## config.mk

```make
export PLATFORM = sky130hd
export DESIGN_NAME = pip_cell
export DESIGN_NICKNAME = d
export VERILOG_FILES = /design/src/sv/pip_pkg.sv /design/src/sv/pip_cell.sv
export SDC_FILE = /design/constraint.sdc
export NUM_CORES = 2
export LEC_CHECK = 0
export BUFFER_PORTS_ARGS = -buffer_cell sky130_fd_sc_hd__clkbuf_2
export CAP_MARGIN = 20
export CORE_MARGIN = 5
export CORE_UTILIZATION = 30
export CTS_CLUSTER_DIAMETER = 80
export DETAILED_ROUTE_END_ITERATION = 7
export GPL_ROUTABILITY_DRIVEN = 0
export SKIP_CTS_REPAIR_TIMING = 1
export SYNTH_ARGS = -nofsm -noshare
export SYNTH_HDL_FRONTEND = slang
export SYNTH_SLANG_ARGS = --single-unit
```

## constraint.sdc

```tcl
create_clock -name aclk -period 9.8 [get_ports aclk]
set_input_delay 1.96 -clock aclk [delete_from_list [all_inputs] [get_ports aclk]]
set_output_delay 1.96 -clock aclk [all_outputs]
set_load 0.02 [all_outputs]
```

## src/sv/pip_pkg.sv

```systemverilog
// Package for the point-in-polygon test core: sizes, codes and shared types.
// Used by pip_cell, point_in_polygon_test_core and pip_checker; depends on nothing.
package pip_pkg;

    localparam int MAX_VERTICES = 16;
    localparam int COORD_BITS   = 24;

    // Fixed field widths of the transaction and the register
    localparam int IDX_BITS = 4;
    localparam int CNT_BITS = 5;

    // Vertex select and clamped vertex count widths
    localparam int SEL_BITS = $clog2(MAX_VERTICES);
    localparam int NUM_BITS = ($clog2(MAX_VERTICES + 1) > CNT_BITS) ?
                              $clog2(MAX_VERTICES + 1) : CNT_BITS;

    localparam int MIN_VERTICES = 3;

    // Function codes
    localparam logic FUNC_WRITE = 1'b0;
    localparam logic FUNC_QUERY = 1'b1;

    typedef logic signed [COORD_BITS-1:0]   coord_t;
    typedef logic signed [COORD_BITS:0]     diff_t;
    typedef logic signed [2*COORD_BITS+1:0] prod_t;

    // A point moving down the chain, or a vertex write into one cell
    typedef struct packed {
        logic   valid;
        coord_t x;
        coord_t y;
    } xy_t;

endpackage

```

## src/sv/pip_cell.sv

```systemverilog
// One edge cell of the ray-casting chain: holds one vertex and tests one edge.
// Depends on pip_pkg for coordinate types and the point struct.
module pip_cell
    import pip_pkg::*;
(
    input  logic   aclk,
    input  logic   aresetn,
    input  logic   advance,
    input  logic   edge_en,
    input  xy_t    wr,
    input  coord_t start_x,
    input  coord_t start_y,
    input  xy_t    pt_in,
    input  logic   parity_in,
    output coord_t vtx_x,
    output coord_t vtx_y,
    output xy_t    pt_out,
    output logic   parity_out,
    output logic   parity_valid,
    output logic   busy
);

    // Stored vertex (end point of this cell's edge)
    coord_t vx_reg;
    coord_t vy_reg;

    // Stage 1: point, differences and range flags
    logic   v1_reg;
    coord_t px1_reg;
    coord_t py1_reg;
    logic   cond1_reg;
    logic   vert1_reg;
    logic   up1_reg;
    diff_t  dpx1_reg;
    diff_t  dpy1_reg;
    diff_t  dx1_reg;
    diff_t  dy1_reg;

    // Stage 2: cross products
    logic   v2_reg;
    logic   cond2_reg;
    logic   vert2_reg;
    logic   up2_reg;
    prod_t  lhs2_reg;
    prod_t  rhs2_reg;

    // Stage 3: running parity
    logic   v3_reg;
    logic   parity3_reg;

    coord_t px;
    coord_t py;
    logic   cond_next;
    logic   hit;
    logic   parity_next;

    // Capture a vertex write addressed to this cell
    always_ff @(posedge aclk) begin
        if (wr.valid) begin
            vx_reg <= wr.x;
            vy_reg <= wr.y;
        end
    end

    // Edge counts when y is in (min, max], x at most max x, edge not horizontal
    always_comb begin
        px = pt_in.x;
        py = pt_in.y;
        cond_next = edge_en && (start_y != vy_reg) &&
                    ((py > start_y) || (py > vy_reg)) &&
                    ((py <= start_y) || (py <= vy_reg)) &&
                    ((px <= start_x) || (px <= vx_reg));
    end

    // Crossing test: px - x1 against the crossing x, sign taken from dy
    always_comb begin
        if (up2_reg) begin
            hit = vert2_reg || (lhs2_reg <= rhs2_reg);
        end else begin
            hit = vert2_reg || (rhs2_reg <= lhs2_reg);
        end
        parity_next = parity_in ^ (v2_reg && cond2_reg && hit);
    end

    // Advance the valid bits of all three stages
    always_ff @(posedge aclk) begin
        if (!aresetn) begin
            v1_reg <= 1'b0;
            v2_reg <= 1'b0;
            v3_reg <= 1'b0;
        end else if (advance) begin
            v1_reg <= pt_in.valid;
            v2_reg <= v1_reg;
            v3_reg <= v2_reg;
        end
    end

    // Advance the datapath registers
    always_ff @(posedge aclk) begin
        if (advance) begin
            px1_reg     <= px;
            py1_reg     <= py;
            cond1_reg   <= cond_next;
            vert1_reg   <= (start_x == vx_reg);
            up1_reg     <= (vy_reg > start_y);
            dpx1_reg    <= diff_t'(px) - diff_t'(start_x);
            dpy1_reg    <= diff_t'(py) - diff_t'(start_y);
            dx1_reg     <= diff_t'(vx_reg) - diff_t'(start_x);
            dy1_reg     <= diff_t'(vy_reg) - diff_t'(start_y);
            cond2_reg   <= cond1_reg;
            vert2_reg   <= vert1_reg;
            up2_reg     <= up1_reg;
            lhs2_reg    <= dpx1_reg * dy1_reg;
            rhs2_reg    <= dpy1_reg * dx1_reg;
            parity3_reg <= parity_next;
        end
    end

    assign vtx_x        = vx_reg;
    assign vtx_y        = vy_reg;
    assign pt_out.valid = v1_reg;
    assign pt_out.x     = px1_reg;
    assign pt_out.y     = py1_reg;
    assign parity_out   = parity3_reg;
    assign parity_valid = v3_reg;
    assign busy         = v1_reg;

endmodule

```

# Yosys cells after proc, flatten, opt, wreduce, memory -nomap -nowiden
# Cells that the tools add are included.
# word_totals
regBits	306
out_inout_bits	100
romBits	0
latch_bits	0
wordCells	50
input_bits	151
mem_count	0
ramBits	0
# op_classes
n_addsub	4
n_eq_ne	2
n_mux	1
multipliers	2
order_cmp	9
bitwise_logic	1
n_reduce_logical	11
shift	0
div_mod_pow	0
# ops
operator	n
$le A50 B50 Y1	2
$mul A25 B25 Y50	2
$sub A24 B24 Y25	4
$le A24 B24 Y1	4
$gt A24 B24 Y1	3
$eq A24 B24 Y1	1
$ne A24 B24 Y1	1
$logic_and A1 B1 Y1	6
$logic_or A1 B1 Y1	5
$mux W1	1
$xor A1 B1 Y1	1

# Depth between registers and ports, before layout
# depth
depth_word	5
depth_mapped	27
ltp_nobuf	25

# Least setup slack after synthesis
# No wires, ideal clock.
# synth_timing
path_type	register to register
from	register dx1_reg[4]
to	register rhs2_reg[49] (data pin)
setup_time_ns	0.267
synth_period_minus_slack_ns	7.050
t_arrival_ns	6.783
t_required_ns	9.533
n_path_buf	1
path_stages_with_launch	25
setup_slack_ns	2.750
cell_sequence	edfxtp_1 > clkbuf_1 > nand2_1 > fa_1 > inv_1 > fa_1 > inv_1 > fa_1 > inv_1 > fa_1 > fa_1 > fa_1 > inv_1 > fa_1 > inv_1 > ha_1 > and3_4 > nand2_2 > or3_4 > o311ai_1 > o2111a_2 > nor3_2 > or4b_4 > a21oi_1 > a211oi_2
# synth_between
elab_chain_cells	1
# synth_rtl
item	line	rtl
start, declared	pip_cell.sv:36	diff_t dx1_reg;
start signal, assigned	pip_cell.sv:108	dx1_reg <= diff_t'(vx_reg) - diff_t'(start_x);
$mul A25 B25 Y50	pip_cell.sv:114	rhs2_reg <= dpy1_reg * dx1_reg;
end signal, assigned	pip_cell.sv:114	
end, declared	pip_cell.sv:45	prod_t rhs2_reg;
# Every way passes these cells.
# A chain may end at the register's enable or synchronous reset.

# Worst setup path after layout
# layout_timing
from	register dpy1_reg[14]
to	register rhs2_reg[49] (data pin)
# layout_between
elab_chain_cells	1
# layout_rtl
item	line	rtl
start, declared	pip_cell.sv:35	diff_t dpy1_reg;
start signal, assigned	pip_cell.sv:107	dpy1_reg <= diff_t'(py) - diff_t'(start_y);
$mul A25 B25 Y50	pip_cell.sv:114	
# Every way passes these cells.

==> reports/qor.yml <==
critPathBufInv: 5
muxShareOfSynthArea_pct: 0.100
firstDrtPassIters: 6
ys_seq_area_share_pct: 14.7
synthCells: 6312
avgRoutedWirePerCell_um: 20.2
synth-compound-area-share_pct: 6.18
crit_cells: 23
cp_cell_sequence: "nand2_1 -> fa_1 -> inv_1 -> fa_1 -> inv_1 -> fa_1 -> inv_1 -> fa_1 -> fa_1 -> fa_1 -> inv_1 -> fa_1 -> inv_1 -> ha_1 -> and3_4 -> nand2_2 -> or3_4 -> o311ai_1 -> o2111a_2 -> nor3_2 -> or4b_4 -> and2_4 -> a211oi_2"
endpoint: "rhs2_reg[49]"
first_iter_violations: 2787
core_mm2: 0.207
rsz0062_at_grt: "no"
rows: 167
cts_tree: "built"
viasPerCell: 4.82
fin_nets: 8391
final.setup.tns_ns: 0
fin_skew_ns: 0.0407
max_stage_delay_ns: 1.10
port-buffer-count: 250
r2r_cells: 23
worst_ep_arrival_time_ns: 8.54
path_max_fanout: 25
syn-num-nets: 8262
start_kind: "flop"
worst_pin_slew_ns: 1.18
netlist-cell-type-count: 80
antenna_found_initial: 6
critPathCaptureType: "flop"
clock_sinks: 306
synth-seq-cells: 306
dieArea_mm2: 0.217
slew_headroom_pct: 19.9
slew_violations: 0
synth_edf_count: 303
hold_viol: 0
area_delta_synth_final_pct: 9.24
critPathTopFamily: "adder cells"
chipWidth_um: 466
grt_pass1_wl_mm: 286
cts_root_buffer: "clkbuf_16"
drc_errors: 0
cts-buffers-inserted: 44
run_status: "completed"
wirelength_mm: 185
synthXorXnorAreaFrac_pct: 2.60
clock_tree.buffer_depth: 3
hold_class: "reg2reg"
slowest_stage: "edfxtp_1"
grt_overflow: 0
ant_nets: 0
route.vias.total: 44300
fmax_mhz: 124
grt_max_degree: 105
timing.rr.end: "rhs2_reg[49]"
timing.rr.start: "dpy1_reg[14]"
ys_async_sr_fraction_pct: 0
io_pins: 251
yosysWarnings: 0
setup_viol: 0
drv_cap: 0
post-dp-hpwl_mm: 156
finalCriticalPeriod_ns: 8.07
synth-adder-area-share_pct: 52.0
clk_latency_ns: 0.65
grt.total_usage_pct: 17.2
cts.clk_slew.worst_paths_ns: 0.07
critPathMostFrequentCell: "fa_1"
synthSimpleGateAreaFrac_pct: 14.3
reg2reg_slack_ns: 1.73
period_share_pct: 82.3
grt_pass1_vias: 48500
crit_type: "reg2reg"
initial_core_util_pct: 30.1
syn_area_mm2: 0.0623
fp.dieH_um: 466
critPathRequiredTime_ns: 10.28
drive_above_1_share_pct: 6.39
avgSynthCellArea_um2: 9.87
cp-startpoint: "dpy1_reg[14]"
synth_top_family_by_area: "adder cells"
ys.flop_type: "edfxtp_1"
htree_levels: 2
==> synth_stat cells, types with 5 or more instances <==
| cell | instances | area share, % |
|---|---|---|
| a21boi_0 | 5 | 0.060 |
| a21oi_1 | 174 | 1.4 |
| nor3_1 | 39 | 0.31 |
| nand3_1 | 47 | 0.38 |
| edfxtp_1 | 303 | 15 |
| a31o_2 | 5 | 0.070 |
| o211ai_1 | 27 | 0.33 |
| and2_1 | 618 | 6.2 |
| inv_1 | 1440 | 8.7 |
| a211oi_1 | 31 | 0.37 |
| a21o_1 | 73 | 0.88 |
| a2111oi_0 | 6 | 0.084 |
| nor2b_1 | 57 | 0.57 |
| fa_1 | 1320 | 42 |
| xor2_1 | 45 | 0.63 |
| o21a_1 | 30 | 0.36 |
| o41ai_1 | 5 | 0.070 |
| o21ai_0 | 104 | 0.84 |
| ha_1 | 479 | 9.6 |
| or3_1 | 13 | 0.13 |
| o21bai_1 | 17 | 0.20 |
| a31oi_1 | 19 | 0.19 |
| nand3b_1 | 6 | 0.072 |
| nand2b_1 | 39 | 0.39 |
| o311ai_0 | 8 | 0.11 |
| nand4_1 | 36 | 0.36 |
| nor2_1 | 156 | 0.94 |
| or2_2 | 9 | 0.090 |
| o2111ai_1 | 6 | 0.084 |
| clkbuf_1 | 216 | 1.3 |
| and3_1 | 26 | 0.26 |
| xnor2_1 | 140 | 2.0 |
| and4_1 | 9 | 0.13 |
| o31ai_1 | 11 | 0.13 |
| a211o_1 | 6 | 0.084 |
| nand2_1 | 690 | 4.2 |
| nor4_1 | 9 | 0.090 |
| o31a_1 | 8 | 0.11 |
==> kinds of logic (layout without fill, tap and decap cells) <==
family,after synthesis,in the layout
mux,6,6
simple gates,1771,1771
xor+xnor,185,185
buf+inv,1662,1826
other cells,0,5
fa+ha+maj,1799,1799
flops,306,306
compound gates,583,583
==> metrics by stage <==
step	area [µm²]	utilization, %	worst slack, ns	std cells	hold WS, ns
global route	68000	32.9	1.20	9180	0.444
finish	68000	32.9	1.73	9185	0.426
global placement	66500	32.1	1.88	9098	0.403
floorplan	62300	-	2.75	6312	0.400
detailed placement	66500	32.1	1.83	9098	0.411
CTS	68000	32.9	1.74	9179	0.425
==> placed cells by master, fill, tap and decap left out, types with 27 or more instances in the layout <==
| cell | netlist | routed |
|---|---|---|
| a211oi_1 | 31 | 31 |
| a21o_1 | 73 | 73 |
| a21oi_1 | 174 | 174 |
| and2_1 | 618 | 618 |
| buf_4 | 2 | 54 |
| clkbuf_16 | 0 | 45 |
| clkbuf_2 | 0 | 248 |
| edfxtp_1 | 303 | 303 |
| fa_1 | 1320 | 1320 |
| ha_1 | 479 | 479 |
| inv_1 | 1440 | 1440 |
| nand2_1 | 690 | 690 |
| nand2b_1 | 39 | 39 |
| nand3_1 | 47 | 47 |
| nand4_1 | 36 | 36 |
| nor2_1 | 156 | 156 |
| nor2b_1 | 57 | 57 |
| nor3_1 | 39 | 39 |
| o211ai_1 | 27 | 27 |
| o21a_1 | 30 | 30 |
| o21ai_0 | 104 | 104 |
| xnor2_1 | 140 | 140 |
| xor2_1 | 45 | 45 |
==> layer usage <==
layer  track usage, %  wire length, µm  share of wire [%]
met4             14.0            19300                 10
met2             30.0            91500                 49
met3             2.26             9300                5.0
met1             18.8            65100                 35
met5                0               20              0.011
==> final cells by class <==
cell class | count | area [µm²]
fillers | 21200 | 139000
well taps | 2704 | 3380
inverters | 1441 | 5410
flip-flops and latches | 306 | 9160
clock buffers | 47 | 1130
diodes | 5 | 12.5
clock inverters | 34 | 397
multi-input cells | 4344 | 46900
repair buffers | 304 | 1670
==> worst min path at each step <==
stage               from         to  cells after the start  slack, ns
2_1_floorplan  cond1_reg  cond2_reg                      0       0.40
3_3_place_gp   cond1_reg  cond2_reg                      0       0.40
3_5_place_dp   vert1_reg  vert2_reg                      0       0.41
4_1_cts        vert1_reg  vert2_reg                      0       0.43
5_1_grt        cond1_reg  cond2_reg                      0       0.44
6_report       vert1_reg  vert2_reg                      0       0.43
==> worst reg2reg max path, stage by stage, from the launching register on <==
cell and delay [ns]:
edfxtp_1 1.10, nand2_1 0.19, fa_1 0.60, inv_1 0.05, fa_1 0.48, inv_1 0.06, fa_1 0.52, inv_1 0.05
fa_1 0.48, fa_1 0.52, fa_1 0.50, inv_1 0.05, fa_1 0.47, inv_1 0.04, ha_1 0.38, and3_4 0.24
nand2_2 0.07, or3_4 0.39, o311ai_1 0.40, o2111a_2 0.31, nor3_2 0.07, or4b_4 0.55, and2_4 0.15, a211oi_2 0.19
Power is left out: the tool's default activity adds up to more than one toggle a clock period on the data nets, which glitch-free logic cannot reach.
